===== src/rtl/core/rpn_pkg.sv =====
`default_nettype none
package rpn_pkg;

  localparam int VAL_W           = 48;
  localparam int FUNC_W          = 4;
  localparam int STACK_DEPTH_DEF = 16;
  localparam int FRAC_BITS_DEF   = 16;

  localparam logic signed [VAL_W-1:0] VAL_MAX = {1'b0, {(VAL_W-1){1'b1}}};
  localparam logic signed [VAL_W-1:0] VAL_MIN = {1'b1, {(VAL_W-1){1'b0}}};

  typedef logic signed [VAL_W-1:0] val_t;

  // token operation codes; code fifteen is unused and does nothing
  typedef enum logic [FUNC_W-1:0] {
    FN_PUSH = 4'd0,
    FN_ADD  = 4'd1,
    FN_SUB  = 4'd2,
    FN_MUL  = 4'd3,
    FN_DIV  = 4'd4,
    FN_EQ   = 4'd5,
    FN_NE   = 4'd6,
    FN_LT   = 4'd7,
    FN_GT   = 4'd8,
    FN_LE   = 4'd9,
    FN_GE   = 4'd10,
    FN_AND  = 4'd11,
    FN_OR   = 4'd12,
    FN_XOR  = 4'd13,
    FN_NOT  = 4'd14
  } func_t;

  // what a stack cell loads this cycle
  typedef enum logic [1:0] {
    CM_HOLD,
    CM_FROM_UP,
    CM_FROM_DOWN
  } cell_mode_t;

  typedef enum logic {
    ST_IDLE,
    ST_BUSY
  } state_t;

  // request to the iterative multiply/divide unit
  typedef struct packed {
    logic start;
    logic is_div;
    val_t a;
    val_t b;
  } md_req_t;

  typedef struct packed {
    logic done;
    val_t result;
  } md_rsp_t;

endpackage
`default_nettype wire


===== src/rtl/core/rpn_tok_if.sv =====
`default_nettype none
interface rpn_tok_if import rpn_pkg::*; ();
  logic              valid;
  logic              ready;
  logic [FUNC_W-1:0] func;
  logic signed [VAL_W-1:0] operand;
  logic              last;

  modport source (output valid, func, operand, last, input ready);
  modport sink   (input valid, func, operand, last, output ready);
endinterface
`default_nettype wire


===== src/rtl/core/rpn_res_if.sv =====
`default_nettype none
interface rpn_res_if import rpn_pkg::*; ();
  logic                    valid;
  logic                    ready;
  logic signed [VAL_W-1:0] value;
  logic                    underflow;
  logic                    overflow;
  logic                    div_by_zero;

  modport source (output valid, value, underflow, overflow, div_by_zero, input ready);
  modport sink   (input valid, value, underflow, overflow, div_by_zero, output ready);
endinterface
`default_nettype wire


===== src/rtl/core/rpn_cell.sv =====
`default_nettype none
module rpn_cell import rpn_pkg::*; (
  input  wire logic       clk,
  input  wire logic       rst,
  input  wire cell_mode_t mode,
  input  wire val_t       up_val,
  input  wire val_t       down_val,
  output val_t            val
);

  // load from a neighbour or hold
  always_ff @(posedge clk) begin
    if (rst) begin
      val <= '0;
    end else begin
      unique case (mode)
        CM_FROM_UP:   val <= up_val;
        CM_FROM_DOWN: val <= down_val;
        default:      val <= val;
      endcase
    end
  end

endmodule
`default_nettype wire


===== src/rtl/core/rpn_muldiv.sv =====
`default_nettype none
module rpn_muldiv import rpn_pkg::*; #(
  parameter int FRAC_BITS = FRAC_BITS_DEF
) (
  input  wire logic    clk,
  input  wire logic    rst,
  input  wire md_req_t req,
  output md_rsp_t      rsp
);

  localparam int NW    = VAL_W + FRAC_BITS;
  localparam int PW    = 2 * VAL_W;
  localparam int CNT_W = $clog2(NW + 1);

  logic             busy;
  logic             is_div;
  logic             neg;
  logic             done;
  logic [CNT_W-1:0] cnt;
  logic [PW-1:0]    acc;
  logic [PW-1:0]    mc;
  logic [VAL_W-1:0] mp;
  logic [NW-1:0]    num;
  logic [VAL_W:0]   rem;
  logic [VAL_W-1:0] dvs;

  logic [VAL_W-1:0] mag_a;
  logic [VAL_W-1:0] mag_b;
  logic [VAL_W:0]   rem_sh;
  logic             q_bit;
  logic [PW-1:0]    mag_res;
  logic [VAL_W-1:0] mag_lo;

  assign mag_a  = req.a[VAL_W-1] ? VAL_W'(-req.a) : VAL_W'(req.a);
  assign mag_b  = req.b[VAL_W-1] ? VAL_W'(-req.b) : VAL_W'(req.b);
  assign rem_sh = {rem[VAL_W-1:0], num[NW-1]};
  assign q_bit  = rem_sh >= {1'b0, dvs};

  // one multiplier bit or one quotient bit a cycle
  always_ff @(posedge clk) begin
    if (rst) begin
      busy <= 1'b0;
      done <= 1'b0;
      cnt  <= '0;
    end else begin
      done <= 1'b0;
      if (req.start) begin
        busy   <= 1'b1;
        is_div <= req.is_div;
        neg    <= req.a[VAL_W-1] ^ req.b[VAL_W-1];
        cnt    <= req.is_div ? CNT_W'(NW) : CNT_W'(VAL_W);
        acc    <= '0;
        mc     <= PW'(mag_a);
        mp     <= mag_b;
        num    <= NW'(mag_a) << FRAC_BITS;
        rem    <= '0;
        dvs    <= mag_b;
      end else if (busy) begin
        if (is_div) begin
          rem <= q_bit ? rem_sh - {1'b0, dvs} : rem_sh;
          num <= {num[NW-2:0], q_bit};
        end else begin
          if (mp[0]) acc <= acc + mc;
          mc <= mc << 1;
          mp <= mp >> 1;
        end
        cnt <= cnt - CNT_W'(1);
        if (cnt == CNT_W'(1)) begin
          busy <= 1'b0;
          done <= 1'b1;
        end
      end
    end
  end

  // scale, restore sign and saturate
  assign mag_res = is_div ? PW'(num) : acc >> FRAC_BITS;
  assign mag_lo  = mag_res[VAL_W-1:0];

  always_comb begin
    rsp.done = done;
    if (neg) begin
      if (mag_res >= PW'({1'b1, {(VAL_W-1){1'b0}}})) rsp.result = VAL_MIN;
      else rsp.result = val_t'(~mag_lo + VAL_W'(1));
    end else begin
      if (mag_res > PW'(VAL_MAX)) rsp.result = VAL_MAX;
      else rsp.result = val_t'(mag_lo);
    end
  end

endmodule
`default_nettype wire


===== src/rtl/core/rpn_stack_evaluator_unit.sv =====
// Postfix expression evaluator on a stack of signed Q31.16 numbers.
// Tokens enter on the tok channel (func, operand, last) and a result leaves
// on the res channel (value and sticky underflow, overflow, div_by_zero
// flags) once for every token marked last; other tokens give no result.
// The stack is a row of cells; push shifts every cell down by one, a binary
// operator writes the top cell and shifts the cells below it up by one.
// Push, add, sub, comparison and bitwise tokens execute when accepted; the
// result of such a last token is valid the cycle after it is accepted.
// Multiply and divide run in the shared shift-add / restoring divide unit
// (one bit a cycle); tok.ready stays low meanwhile, so the next token is
// taken only after the unit has finished.
// Division by zero saturates without using the unit.
// Throughput: one token a cycle for operations that do not use the unit.
// A finished result waits in an output register; while it is not taken,
// tok.ready stays low and no further token is accepted.
// Reset (synchronous, active high) leaves a single zero on the stack and
// clears the flags; no clearing pass is needed.
`default_nettype none
module rpn_stack_evaluator_unit import rpn_pkg::*; #(
  parameter int STACK_DEPTH = STACK_DEPTH_DEF,
  parameter int FRAC_BITS   = FRAC_BITS_DEF
) (
  input wire logic   clk,
  input wire logic   rst,
  rpn_tok_if.sink    tok,
  rpn_res_if.source  res
);

  localparam int CNT_W = $clog2(STACK_DEPTH + 1);
  localparam val_t ONE = val_t'(64'(1) << FRAC_BITS);

  state_t           state;
  state_t           state_next;
  logic [CNT_W-1:0] count;
  logic [CNT_W-1:0] count_next;
  logic             err_under;
  logic             err_over;
  logic             err_div;
  logic             err_under_next;
  logic             err_over_next;
  logic             err_div_next;
  func_t            sv_func;
  logic             sv_last;

  logic             o_valid;
  val_t             o_value;
  logic             o_under;
  logic             o_over;
  logic             o_div;

  val_t             cell_val [STACK_DEPTH];
  cell_mode_t       cell_mode [STACK_DEPTH];
  val_t             top_in;

  md_req_t          md_req;
  md_rsp_t          md_rsp;

  logic             accept;
  logic             exec;
  logic             use_unit;
  func_t            f;
  logic             lst;
  val_t             a_val;
  val_t             b_val;
  logic             bin_under;
  logic             div_zero;
  val_t             r;
  logic [VAL_W:0]   sum;
  logic [VAL_W:0]   dif;
  logic             push_full;
  logic [CNT_W-1:0] cnt_after;
  val_t             top_after;

  function automatic val_t int_part(input val_t x);
    logic [VAL_W-1:0] m;
    logic [VAL_W-1:0] ip;
    m  = x[VAL_W-1] ? VAL_W'(-x) : VAL_W'(x);
    ip = m >> FRAC_BITS;
    return x[VAL_W-1] ? val_t'(-ip) : val_t'(ip);
  endfunction

  function automatic val_t from_int(input val_t i);
    return i << FRAC_BITS;
  endfunction

  // operands from the two top cells, zero where the stack runs dry
  assign f         = (state == ST_BUSY) ? sv_func : func_t'(tok.func);
  assign lst       = (state == ST_BUSY) ? sv_last : tok.last;
  assign b_val     = (count >= CNT_W'(1)) ? cell_val[0] : '0;
  assign a_val     = (count >= CNT_W'(2)) ? cell_val[1] : '0;
  assign bin_under = count < CNT_W'(2);
  assign div_zero  = (f == FN_DIV) && (b_val == '0);
  assign sum       = {a_val[VAL_W-1], a_val} + {b_val[VAL_W-1], b_val};
  assign dif       = {a_val[VAL_W-1], a_val} - {b_val[VAL_W-1], b_val};
  assign push_full = count >= CNT_W'(STACK_DEPTH);

  assign tok.ready = (state == ST_IDLE) && (!o_valid || res.ready);
  assign accept    = tok.valid && tok.ready;
  assign use_unit  = (f == FN_MUL) || ((f == FN_DIV) && !div_zero);
  assign exec      = (accept && !use_unit) || md_rsp.done;

  assign md_req.start  = accept && use_unit;
  assign md_req.is_div = f == FN_DIV;
  assign md_req.a      = a_val;
  assign md_req.b      = b_val;

  rpn_muldiv #(.FRAC_BITS(FRAC_BITS)) u_muldiv (
    .clk (clk),
    .rst (rst),
    .req (md_req),
    .rsp (md_rsp)
  );

  // result of the current token
  always_comb begin
    unique case (f)
      FN_PUSH: r = tok.operand;
      FN_ADD:  r = (sum[VAL_W] != sum[VAL_W-1]) ? (sum[VAL_W] ? VAL_MIN : VAL_MAX)
                                                 : sum[VAL_W-1:0];
      FN_SUB:  r = (dif[VAL_W] != dif[VAL_W-1]) ? (dif[VAL_W] ? VAL_MIN : VAL_MAX)
                                                 : dif[VAL_W-1:0];
      FN_MUL:  r = md_rsp.result;
      FN_DIV:  r = div_zero ? (a_val[VAL_W-1] ? VAL_MIN : VAL_MAX) : md_rsp.result;
      FN_EQ:   r = (a_val == b_val) ? ONE : '0;
      FN_NE:   r = (a_val != b_val) ? ONE : '0;
      FN_LT:   r = (a_val <  b_val) ? ONE : '0;
      FN_GT:   r = (a_val >  b_val) ? ONE : '0;
      FN_LE:   r = (a_val <= b_val) ? ONE : '0;
      FN_GE:   r = (a_val >= b_val) ? ONE : '0;
      FN_AND:  r = from_int(int_part(a_val) & int_part(b_val));
      FN_OR:   r = from_int(int_part(a_val) | int_part(b_val));
      FN_XOR:  r = from_int(int_part(a_val) ^ int_part(b_val));
      FN_NOT:  r = from_int(~int_part(b_val));
      default: r = '0;
    endcase
  end

  // stack movement, count and flags after the token
  always_comb begin
    cnt_after      = count;
    top_after      = cell_val[0];
    err_under_next = err_under;
    err_over_next  = err_over;
    err_div_next   = err_div;
    top_in         = r;
    for (int i = 0; i < STACK_DEPTH; i++) cell_mode[i] = CM_HOLD;
    if (exec) begin
      priority case (f)
        FN_PUSH: begin
          if (push_full) begin
            err_over_next = 1'b1;
          end else begin
            for (int i = 0; i < STACK_DEPTH; i++) cell_mode[i] = CM_FROM_UP;
            cnt_after = count + CNT_W'(1);
            top_after = r;
          end
        end
        FN_NOT: begin
          cell_mode[0] = CM_FROM_UP;
          top_after    = r;
          if (count == '0) begin
            err_under_next = 1'b1;
            cnt_after      = CNT_W'(1);
          end
        end
        FN_ADD, FN_SUB, FN_MUL, FN_DIV, FN_EQ, FN_NE, FN_LT, FN_GT,
        FN_LE, FN_GE, FN_AND, FN_OR, FN_XOR: begin
          cell_mode[0] = CM_FROM_UP;
          for (int i = 1; i < STACK_DEPTH; i++) cell_mode[i] = CM_FROM_DOWN;
          top_after = r;
          if (div_zero) err_div_next = 1'b1;
          if (bin_under) begin
            err_under_next = 1'b1;
            cnt_after      = CNT_W'(1);
          end else begin
            cnt_after = count - CNT_W'(1);
          end
        end
        default: ;
      endcase
      if (cnt_after == '0) begin
        err_under_next = 1'b1;
        top_after      = '0;
      end
    end
    count_next = cnt_after;
    // last token: start a fresh expression holding one zero
    if (exec && lst) begin
      for (int i = 1; i < STACK_DEPTH; i++) cell_mode[i] = CM_HOLD;
      cell_mode[0] = CM_FROM_UP;
      top_in       = '0;
      count_next   = CNT_W'(1);
    end
  end

  // row of stack cells
  for (genvar i = 0; i < STACK_DEPTH; i++) begin : g_cell
    val_t up_v;
    val_t down_v;
    if (i == 0) begin : g_top
      assign up_v = top_in;
    end else begin : g_mid
      assign up_v = cell_val[i-1];
    end
    if (i == STACK_DEPTH - 1) begin : g_bot
      assign down_v = '0;
    end else begin : g_inner
      assign down_v = cell_val[i+1];
    end
    rpn_cell u_cell (
      .clk      (clk),
      .rst      (rst),
      .mode     (cell_mode[i]),
      .up_val   (up_v),
      .down_val (down_v),
      .val      (cell_val[i])
    );
  end

  // next state
  always_comb begin
    unique case (state)
      ST_IDLE: state_next = md_req.start ? ST_BUSY : ST_IDLE;
      ST_BUSY: state_next = md_rsp.done ? ST_IDLE : ST_BUSY;
      default: state_next = ST_IDLE;
    endcase
  end

  always_ff @(posedge clk) begin
    if (rst) begin
      state     <= ST_IDLE;
      count     <= CNT_W'(1);
      err_under <= 1'b0;
      err_over  <= 1'b0;
      err_div   <= 1'b0;
      o_valid   <= 1'b0;
    end else begin
      state <= state_next;
      count <= count_next;
      if (exec && lst) begin
        err_under <= 1'b0;
        err_over  <= 1'b0;
        err_div   <= 1'b0;
      end else begin
        err_under <= err_under_next;
        err_over  <= err_over_next;
        err_div   <= err_div_next;
      end
      if (exec && lst) o_valid <= 1'b1;
      else if (res.ready) o_valid <= 1'b0;
    end
  end

  // hold the token that waits on the unit; load the result register
  always_ff @(posedge clk) begin
    if (md_req.start) begin
      sv_func <= f;
      sv_last <= tok.last;
    end
    if (exec && lst) begin
      o_value <= top_after;
      o_under <= err_under_next;
      o_over  <= err_over_next;
      o_div   <= err_div_next;
    end
  end

  assign res.valid       = o_valid;
  assign res.value       = o_value;
  assign res.underflow   = o_under;
  assign res.overflow    = o_over;
  assign res.div_by_zero = o_div;

  a_count_range: assert property (@(posedge clk) disable iff (rst)
    count != '0 && count <= CNT_W'(STACK_DEPTH))
    else $error("stack count out of range");

  a_done_in_busy: assert property (@(posedge clk) disable iff (rst)
    md_rsp.done |-> state == ST_BUSY)
    else $error("unit finished outside a pending operation");

  a_no_accept_busy: assert property (@(posedge clk) disable iff (rst)
    state == ST_BUSY |-> !tok.ready)
    else $error("token taken while the unit is busy");

  a_result_free: assert property (@(posedge clk) disable iff (rst)
    (exec && lst) |-> (!o_valid || res.ready))
    else $error("result register overwritten");

endmodule
`default_nettype wire

===== src/flat_wrapper.sv =====
// flat-port wrapper written by rule: the top's interface ports become plain ports
module rpn_stack_evaluator_unit_flat import rpn_pkg::*;
#(
  parameter int STACK_DEPTH = STACK_DEPTH_DEF,
  parameter int FRAC_BITS   = FRAC_BITS_DEF
)
  (clk, rst, tok_valid, tok_func, tok_operand, tok_last, tok_ready, res_valid, res_value, res_underflow, res_overflow, res_div_by_zero, res_ready);
  rpn_tok_if tok_i ();
  rpn_res_if res_i ();
  input wire logic clk;
  input wire logic rst;
  input wire logic [$bits(tok_i.valid)-1:0] tok_valid;
  input wire logic [$bits(tok_i.func)-1:0] tok_func;
  input wire logic [$bits(tok_i.operand)-1:0] tok_operand;
  input wire logic [$bits(tok_i.last)-1:0] tok_last;
  output wire logic [$bits(tok_i.ready)-1:0] tok_ready;
  output wire logic [$bits(res_i.valid)-1:0] res_valid;
  output wire logic [$bits(res_i.value)-1:0] res_value;
  output wire logic [$bits(res_i.underflow)-1:0] res_underflow;
  output wire logic [$bits(res_i.overflow)-1:0] res_overflow;
  output wire logic [$bits(res_i.div_by_zero)-1:0] res_div_by_zero;
  input wire logic [$bits(res_i.ready)-1:0] res_ready;
  assign tok_i.valid = tok_valid;
  assign tok_i.func = tok_func;
  assign tok_i.operand = tok_operand;
  assign tok_i.last = tok_last;
  assign tok_ready = tok_i.ready;
  assign res_valid = res_i.valid;
  assign res_value = res_i.value;
  assign res_underflow = res_i.underflow;
  assign res_overflow = res_i.overflow;
  assign res_div_by_zero = res_i.div_by_zero;
  assign res_i.ready = res_ready;
  rpn_stack_evaluator_unit #(.STACK_DEPTH(STACK_DEPTH), .FRAC_BITS(FRAC_BITS)) u_core (.clk(clk), .rst(rst), .tok(tok_i), .res(res_i));
endmodule

===== config.mk =====
export PLATFORM = sky130hd
export DESIGN_NAME = rpn_stack_evaluator_unit_flat
export DESIGN_NICKNAME = d
export VERILOG_FILES = /design/src/rtl/core/rpn_pkg.sv /design/src/rtl/core/rpn_tok_if.sv /design/src/rtl/core/rpn_res_if.sv /design/src/rtl/core/rpn_cell.sv /design/src/rtl/core/rpn_muldiv.sv /design/src/rtl/core/rpn_stack_evaluator_unit.sv /design/src/flat_wrapper.sv
export SDC_FILE = /design/constraint.sdc
export NUM_CORES = 2
export LEC_CHECK = 0
export ABC_AREA = 1
export BUFFER_PORTS_ARGS = -buffer_cell sky130_fd_sc_hd__buf_4
export CORE_MARGIN = 4
export CORE_UTILIZATION = 40
export DETAILED_ROUTE_END_ITERATION = 10
export PLACE_DENSITY_LB_ADDON = 0.05
export SYNTH_ARGS = -nofsm -noshare
export SYNTH_HDL_FRONTEND = slang
export SYNTH_SLANG_ARGS = --single-unit

===== constraint.sdc =====
create_clock -name clk -period 19.6 [get_ports clk]
set_input_delay 1.96 -clock clk [delete_from_list [all_inputs] [get_ports clk]]
set_output_delay 1.96 -clock clk [all_outputs]
set_load 0.05 [all_outputs]

After elaboration in Yosys (flattened, before gate mapping)
Index checks and enable logic that the tools add are counted.

word-level totals
  bits in latches = 0
  ROM bits = 0
  bits in registers = 1245
  word-level logic and storage cells = 264
  RAM bits = 0
  bits of input ports = 57
  memories kept = 0
  output and inout bits = 53

cells by class
  order comparisons = 11
  multipliers = 0
  bitwise operators = 9
  multiplexer cells = 94
  equality and inequality tests = 52
  shift operators = 0
  reduce and logical (&&, ||, !) cells = 45
  div/mod/pow operators = 0
  add/sub/neg operators = 12

operators by type and width
  operator                 count
  $pmux W48 S2             17
  $mux W48                 24
  $pmux W48 S15            1
  $mux W96                 5
  $mux W64                 3
  $mux W32                 4
  $mux W17                 6
  $add A96 B96 Y96         1
  $neg A48 Y48             2
  $ge A80 B48 Y1 const B   1
  $gt A80 B47 Y1 const B   1
  $mux W80                 1
  $neg A32 Y32             2
  $pmux W30 S2             1
  $add A48 B48 Y49         1
  $ge A49 B48 Y1           1
  $sub A48 B48 Y49         1
  $add A48 B1 Y48 const B  1
  $eq A48 B48 Y1           1
  $ge A48 B48 Y1           1
  $gt A48 B48 Y1           1
  $le A48 B48 Y1           1
  $logic_not A48 Y1        1
  $lt A48 B48 Y1           1
  other kinds (45)         144

Logic depth before layout (Yosys ltp)
  depth after elaboration = 14
  depth in mapped cells = 39
  mapped depth without buffers = 37

Modules after synthesis
A second synthesis with hierarchy kept.

unflattened totals
  cell total of the unflattened synthesis = 15786
  area, all modules = 96405.0 µm²

modules (own cells, without submodules)
  module                    times used  area each (µm²)  cells each  sequential area each (µm²)
  rpn_cell                  16          2578.7           414         960.9
  rpn_muldiv                1           35521.6          5637        12251.8
  rpn_stack_evaluator_unit  1           19623.8          3525        1881.8

Worst setup path after synthesis
No wires, ideal clock.

  path kind = in2reg
  start = input rst
  end = register u_core.u_muldiv.acc[0] (enable)
  path buffers = 1
  data arrival time = 15.793 ns
  setup time = 0.443 ns
  data required time = 19.157 ns
  slack = 3.364 ns
  cell stages on the path = 6
  cell sequence = clkbuf_1 -> nor2_1 -> inv_1 -> o21ai_0 -> o21ai_0 -> inv_1

between the ends
  cells in the longest elaborated chain, start to end = 2

ends and longest elaborated chain
  element                      line                text
  from (decl)                  flat_wrapper.sv:11  input wire logic rst;
  $not A1 Y1 (no line)         --
  $reduce_and A4 Y1 (no line)  --
  to (signal assigned)         rpn_muldiv.sv:63    if (mp[0]) acc <= acc + mc;
  to (decl)                    rpn_muldiv.sv:20    logic [PW-1:0] acc;

No other way between the ends.
A chain may end at the register's enable or synchronous reset.

Final worst setup path
  start = register u_core.count[1]
  end = register u_core.g_cell[13].u_cell.val[4]

between the ends
  cells in the longest elaborated chain, start to end = 14
  elaborated cells between the ends (all ways) = 20
  those cells by class = order compare (2); eq/ne (2); mux (6); reduce/logical (10)

ends and longest elaborated chain
  element                                             line                                                              text
  from (decl)                                         rpn_stack_evaluator_unit.sv:34                                    logic [CNT_W-1:0] count;
  from (signal assigned)                              rpn_stack_evaluator_unit.sv:239                                   count <= count_next;
  $ge A5 B1 Y1                                        rpn_stack_evaluator_unit.sv:89                                    assign b_val = (count >= CNT_W'(1)) ? cell_val[0] : '0;
  $mux W48                                            rpn_stack_evaluator_unit.sv:89
  $logic_not A48 Y1                                   rpn_stack_evaluator_unit.sv:92                                    assign div_zero = (f == FN_DIV) && (b_val == '0);
  $logic_and A1 B1 Y1                                 rpn_stack_evaluator_unit.sv:92
  $logic_not A1 Y1                                    rpn_stack_evaluator_unit.sv:99                                    assign use_unit = (f == FN_MUL) || ((f == FN_DIV) && !div_zero);
  $logic_and A1 B1 Y1                                 rpn_stack_evaluator_unit.sv:99
  $logic_or A1 B1 Y1                                  rpn_stack_evaluator_unit.sv:99
  $logic_not A1 Y1                                    rpn_stack_evaluator_unit.sv:100                                   assign exec = (accept && !use_unit) || md_rsp.done;
  $logic_and A1 B1 Y1                                 rpn_stack_evaluator_unit.sv:100
  $logic_or A1 B1 Y1                                  rpn_stack_evaluator_unit.sv:100
  $mux W32 or $logic_and A1 B1 Y1 (tied branches)     rpn_stack_evaluator_unit.sv:147, rpn_stack_evaluator_unit.sv:188
  $mux W32 *                                          rpn_stack_evaluator_unit.sv:188                                   if (exec && lst) begin
  $eq A2 B2 Y1 or $eq A2 B1 Y1 (tied branches)        rpn_cell.sv:16                                                    unique case (mode)
  $pmux W48 S2 or $reduce_bool A2 Y1 (tied branches)  --
  to (signal assigned)                                rpn_cell.sv:17                                                    CM_FROM_UP: val <= up_val;
  to (signal assigned)                                rpn_cell.sv:18                                                    CM_FROM_DOWN: val <= down_val;
  to (signal assigned)                                rpn_cell.sv:19                                                    default: val <= val;
  to (decl)                                           rpn_cell.sv:8                                                     output val_t val

Every way passes the cells marked *; elsewhere a longest branch is shown, timed or not.

==> impl_results.html <==
<table>
<tr><th>Metric</th><th>Value</th></tr>
<tr><th colspan="2">Status</th></tr>
<tr><td>Outcome</td><td>finished clean</td></tr>
<tr><th colspan="2">Timing</th></tr>
<tr><td>FMAX</td><td>112.2 MHz</td></tr>
<tr><td>Worst Tran Pin Value</td><td>between 1 and 1.5 ns</td></tr>
<tr><td>Worst clock skew</td><td>approximately 0.065 ns</td></tr>
<tr><td>Final setup violation count</td><td>0</td></tr>
<tr><td>Final Hold Fails</td><td>0</td></tr>
<tr><td>Post-layout minimum cycle time</td><td>8.916 ns</td></tr>
<tr><td>Headroom to the max-slew limit</td><td>4.985%</td></tr>
<tr><td>Post-route setup TNS</td><td>0 ns</td></tr>
<tr><td>RSZ-0062 raised after global routing</td><td>false</td></tr>
<tr><td>Number of pins with negative max-slew slack in the final report</td><td>0</td></tr>
<tr><td>Final WS setup</td><td>~11 ns</td></tr>
<tr><td>Smallest hold slack</td><td>roughly 0.48 ns</td></tr>
<tr><td>Tcrit/Tclk final</td><td>between 40% and 50%</td></tr>
<tr><th colspan="2">Clock tree</th></tr>
<tr><td>Clock edge transition at the registers on the reported setup and hold paths</td><td>0.06 ns</td></tr>
<tr><td>Post-CTS setup repair buffer count</td><td>0</td></tr>
<tr><td>Clock root buffer</td><td>sky130_fd_sc_hd__clkbuf_16</td></tr>
<tr><td>TritonCTS buffer count</td><td>148</td></tr>
<tr><td>Cts hold-fix bufs</td><td>0</td></tr>
<tr><td>Sink Count</td><td>roughly 1200</td></tr>
<tr><td>Worst-Skew Late Latency</td><td>0.83 ns</td></tr>
<tr><td>CTS tree</td><td>yes</td></tr>
<tr><td>CTS resizes</td><td>0</td></tr>
<tr><td>H-tree levels</td><td>4</td></tr>
<tr><td>Number of buffers between clock root and the deepest sink</td><td>3</td></tr>
<tr><th colspan="2">Detailed routing</th></tr>
<tr><td>Number of nets still failing antenna checks after routing</td><td>0</td></tr>
<tr><td>Via density per instance</td><td>around 5.5</td></tr>
<tr><td>Final routed DRC violation total</td><td>0</td></tr>
<tr><td>Routed Wire Length</td><td>between 300 and 400 mm</td></tr>
<tr><td>DRC violation total after the first TritonRoute iteration</td><td>slightly above 10000</td></tr>
<tr><td>Post-detailed-route wirelength per cell</td><td>about 24 um</td></tr>
<tr><td>DR vias</td><td>between 80000 and 90000</td></tr>
<tr><td>Detailed Routing Iterations Pass 1</td><td>7</td></tr>
<tr><th colspan="2">Worst setup path</th></tr>
<tr><td>Critical register-to-register path startpoint</td><td>u_core.count[1]</td></tr>
<tr><td>Critical Path End</td><td>u_core.g_cell[13].u_cell.val[4]</td></tr>
<tr><td>Flop2flop setup slack</td><td>between 10 and 15 ns</td></tr>
<tr><td>Slowest cell delay on critical path</td><td>0.86 ns</td></tr>
<tr><td>Beginning of the critical path</td><td>u_core.count[1]</td></tr>
<tr><td>Required @ worst endpoint</td><td>20.31 ns</td></tr>
<tr><td>Crit-path max FO</td><td>between 100 and 150</td></tr>
<tr><td>Type of element launching the critical path</td><td>flop</td></tr>
<tr><td>Critical setup path kind</td><td>reg2reg</td></tr>
<tr><td>WP depth</td><td>25</td></tr>
<tr><td>Number of cell instances on the worst register-to-register path</td><td>25</td></tr>
<tr><td>Cell type group with the largest total delay on the critical path</td><td>buffers and inverters</td></tr>
<tr><td>Slowest library cell on the worst path</td><td>sky130_fd_sc_hd__ha_4</td></tr>
<tr><td>Number of buffers and inverters on the critical path</td><td>10</td></tr>
<tr><td>Most frequent CP cell</td><td>sky130_fd_sc_hd__buf_4</td></tr>
<tr><td>Kind of end point of the critical path</td><td>flop</td></tr>
<tr><td>Data arrival time of the worst path</td><td>between 9 and 10 ns</td></tr>
<tr><td>Worst R2R End</td><td>u_core.g_cell[13].u_cell.val[4]</td></tr>
<tr><th colspan="2">Logic synthesis</th></tr>
<tr><td>Number of different library cells in the post-synthesis netlist</td><td>between 70 and 80</td></tr>
<tr><td>EDFF count, synth</td><td>approximately 460</td></tr>
<tr><td>Average cell area after synthesis</td><td>approximately 6.5 um^2</td></tr>
<tr><td>Synthesis-stage register bit count</td><td>between 1000 and 1500</td></tr>
<tr><td>Commonest cells in the synthesized netlist</td><td>sky130_fd_sc_hd__nand2_1, sky130_fd_sc_hd__inv_1, sky130_fd_sc_hd__o21ai_0</td></tr>
<tr><td>Area contributors post-synth</td><td>sky130_fd_sc_hd__dfxtp_1, sky130_fd_sc_hd__edfxtp_1, sky130_fd_sc_hd__nand2_1</td></tr>
<tr><td>Warnings from Yosys</td><td>0</td></tr>
<tr><td>Post-synthesis instance area</td><td>0.08438 mm^2</td></tr>
<tr><td>Primary FF master, synth</td><td>sky130_fd_sc_hd__dfxtp_1</td></tr>
<tr><td>Post-synthesis instance total</td><td>12920</td></tr>
<tr><td>Leading cell type by number of instances after synthesis</td><td>sky130_fd_sc_hd__nand2_1</td></tr>
<tr><td>Synth async-reset ratio</td><td>0%</td></tr>
<tr><td>Area share of the leading cell type in the synthesized netlist</td><td>a little under a fifth</td></tr>
<tr><td>Net Count, Synth</td><td>13270</td></tr>
<tr><td>Fraction of the yosys area taken by sequential cells</td><td>34.97%</td></tr>
<tr><td>Cell type with the largest total area after synthesis</td><td>sky130_fd_sc_hd__dfxtp_1</td></tr>
<tr><th colspan="2">Floorplanning</th></tr>
<tr><td>Floorplan die area</td><td>between 0.2 and 0.25 mm^2</td></tr>
<tr><td>Die span in x</td><td>~470 um</td></tr>
<tr><td>Core Footprint</td><td>0.2098 mm^2</td></tr>
<tr><td>Floorplan die height</td><td>around 470 um</td></tr>
<tr><td>Row cnt</td><td>168</td></tr>
<tr><td>I/O pin cnt</td><td>110</td></tr>
<tr><td>Initial Util</td><td>40.22%</td></tr>
<tr><th colspan="2">Pwr</th></tr>
<tr><td>Combinational group share of total power</td><td>between 30% and 40%</td></tr>
<tr><td>Cell Int Power</td><td>5.461 mW</td></tr>
<tr><td>P per Cell Area</td><td>100.6 mW/mm^2</td></tr>
<tr><td>Power share of the sequential group</td><td>about a third</td></tr>
<tr><td>Switching Power</td><td>3.837 mW</td></tr>
<tr><td>Worst IR Drop VDD</td><td>95.68 uV</td></tr>
<tr><td>Leak Pwr</td><td>around 44 nW</td></tr>
<tr><td>Switching share of total power</td><td>~41%</td></tr>
<tr><td>Fraction of power consumed by the clock network</td><td>a little under a third</td></tr>
<tr><td>Total power</td><td>9.298 mW</td></tr>
<tr><th colspan="2">Cells and area</th></tr>
<tr><td>Multi-input logic area</td><td>0.04292 mm^2</td></tr>
<tr><td>Final design utilization</td><td>between 40% and 50%</td></tr>
<tr><td>Final-stage net count</td><td>about 13000</td></tr>
<tr><td>Filler-free cell count of the finished design</td><td>15620</td></tr>
<tr><td>Post-synthesis to final-layout area growth</td><td>9.572%</td></tr>
<tr><td>Fraction of final layout cells sized beyond drive strength 1</td><td>roughly 5.2%</td></tr>
<tr><td>Footprint of the flip-flops and latches</td><td>0.02951 mm^2</td></tr>
<tr><td>Layout fillers</td><td>approximately 22000</td></tr>
<tr><td>Final std cell area, no fill</td><td>around 0.092 mm^2</td></tr>
<tr><th colspan="2">Global routing</th></tr>
<tr><td>Vias in the first global route</td><td>just under 80000</td></tr>
<tr><td>Global-route total usage across every layer</td><td>around a third</td></tr>
<tr><td>Largest net degree at the start of global routing</td><td>261</td></tr>
<tr><td>Total grt overflow</td><td>0</td></tr>
<tr><td>Number of antenna violations at the first check in global routing</td><td>34</td></tr>
<tr><td>Wire length of the first global-routing pass</td><td>~540 mm</td></tr>
<tr><th colspan="2">Place</th></tr>
<tr><td>Placed cell area</td><td>slightly below 0.09 mm^2</td></tr>
<tr><td>Gpl congestion</td><td>about 1.1</td></tr>
<tr><td>Total placed cells including tap cells</td><td>approximately 15000</td></tr>
<tr><td>Detail Placement HPWL</td><td>291.7 mm</td></tr>
<tr><td>Port Buf Inserts</td><td>~110</td></tr>
<tr><td>Worst slack after detailed placement</td><td>10.59 ns</td></tr>
<tr><th colspan="2">Hold path</th></tr>
<tr><td>Launch point of the worst hold path</td><td>u_core.err_under</td></tr>
<tr><td>Hold WC Path Type</td><td>reg2reg</td></tr>
<tr><th colspan="2">Run</th></tr>
<tr><td>Maxcap violations</td><td>0</td></tr>
</table>
power groups by stage:
stage,clock [mW],sequential [mW],combinational [mW]
6_report,2.85,3.20,3.25
5_1_grt,3.02,3.22,3.51
4_1_cts,2.92,3.19,3.16
3_5_place_dp,0,3.24,3.14
3_3_place_gp,0,3.24,3.12
2_1_floorplan,0,3.23,1.97
placed cells by master (no fill, tap or decap), types with 192 or more instances in the layout:
master | netlist | layout
sky130_fd_sc_hd__a21oi_1 | 1234 | 1234
sky130_fd_sc_hd__buf_4 | 8 | 249
sky130_fd_sc_hd__dfxtp_1 | 787 | 787
sky130_fd_sc_hd__edfxtp_1 | 458 | 458
sky130_fd_sc_hd__ha_1 | 284 | 283
sky130_fd_sc_hd__inv_1 | 2492 | 2488
sky130_fd_sc_hd__nand2_1 | 2709 | 2709
sky130_fd_sc_hd__nand3_1 | 363 | 362
sky130_fd_sc_hd__nor2_1 | 954 | 944
sky130_fd_sc_hd__o21ai_0 | 1911 | 1902
sky130_fd_sc_hd__xor2_1 | 192 | 192
tightest hold or removal path: cells and delay by family (launching register included):
family,cells,cell delay (ns)
buffers and inverters,1,0.06
DFF,1,0.31
AOI/OAI and AO/OA,1,0.06
logic make-up after synthesis:
logic type | Yosys count | share of synthesized area (%)
XOR/XNOR | 278 | 2.903
AO/OA/AOI/OAI | 3576 | 22.40
adder cells (fa/ha/maj) | 286 | 4.259
multiplexers | 6 | 0.07118
flip-flops | 1245 | 34.97
buffers and inverters | 3168 | 14.33
AND/OR/NAND/NOR | 4363 | 21.06
worst min path at each step:
| stage | to | slack (ns) | cells past startpoint |
|---|---|---|---|
| after floorplan | u_core.err_under | 0.44 | 2 |
| after global placement | u_core.err_under | 0.45 | 2 |
| after detailed placement | u_core.err_under | 0.47 | 2 |
| after CTS | u_core.res.div_by_zero | 0.48 | 2 |
| after global routing | u_core.err_under | 0.50 | 2 |
| final | u_core.err_under | 0.48 | 2 |
flip-flops by register name, indices dropped and copies added, names as in the netlist, 4 cells and up:
signal,count
u_core.u_muldiv.mc,96
u_core.count,5
u_core.u_muldiv.num,64
u_core.u_muldiv.rem,48
u_core.u_muldiv.dvs,48
u_core.u_muldiv.mp,48
u_core.res.value,48
u_core.g_cell.u_cell.val,768
u_core.sv_func,4
u_core.u_muldiv.acc,96
u_core.u_muldiv.cnt,7
cell type report:
cell class / count / share of cell area, %
antenna: 14 / 0.03789
clock buffer: 209 / 4.561
clock inverter: 55 / 0.8458
inverter: 2523 / 10.26
multi-input combinational: 8509 / 46.42
sequential: 1245 / 31.92
tap: 2805 / 3.796
timing repair buffer: 256 / 2.159
layer usage:
metal / global-route usage [%] / vias up / routed length, um
met3: 7.222 / 618 / 34990
met1: 48.34 / 40540 / 171700
li1: - / 40900 / -
met2: 47.83 / 3519 / 151600
met5: 0 / - / 102
met4: 12.50 / 12 / 16450
Power figures use the tool's default switching activity.
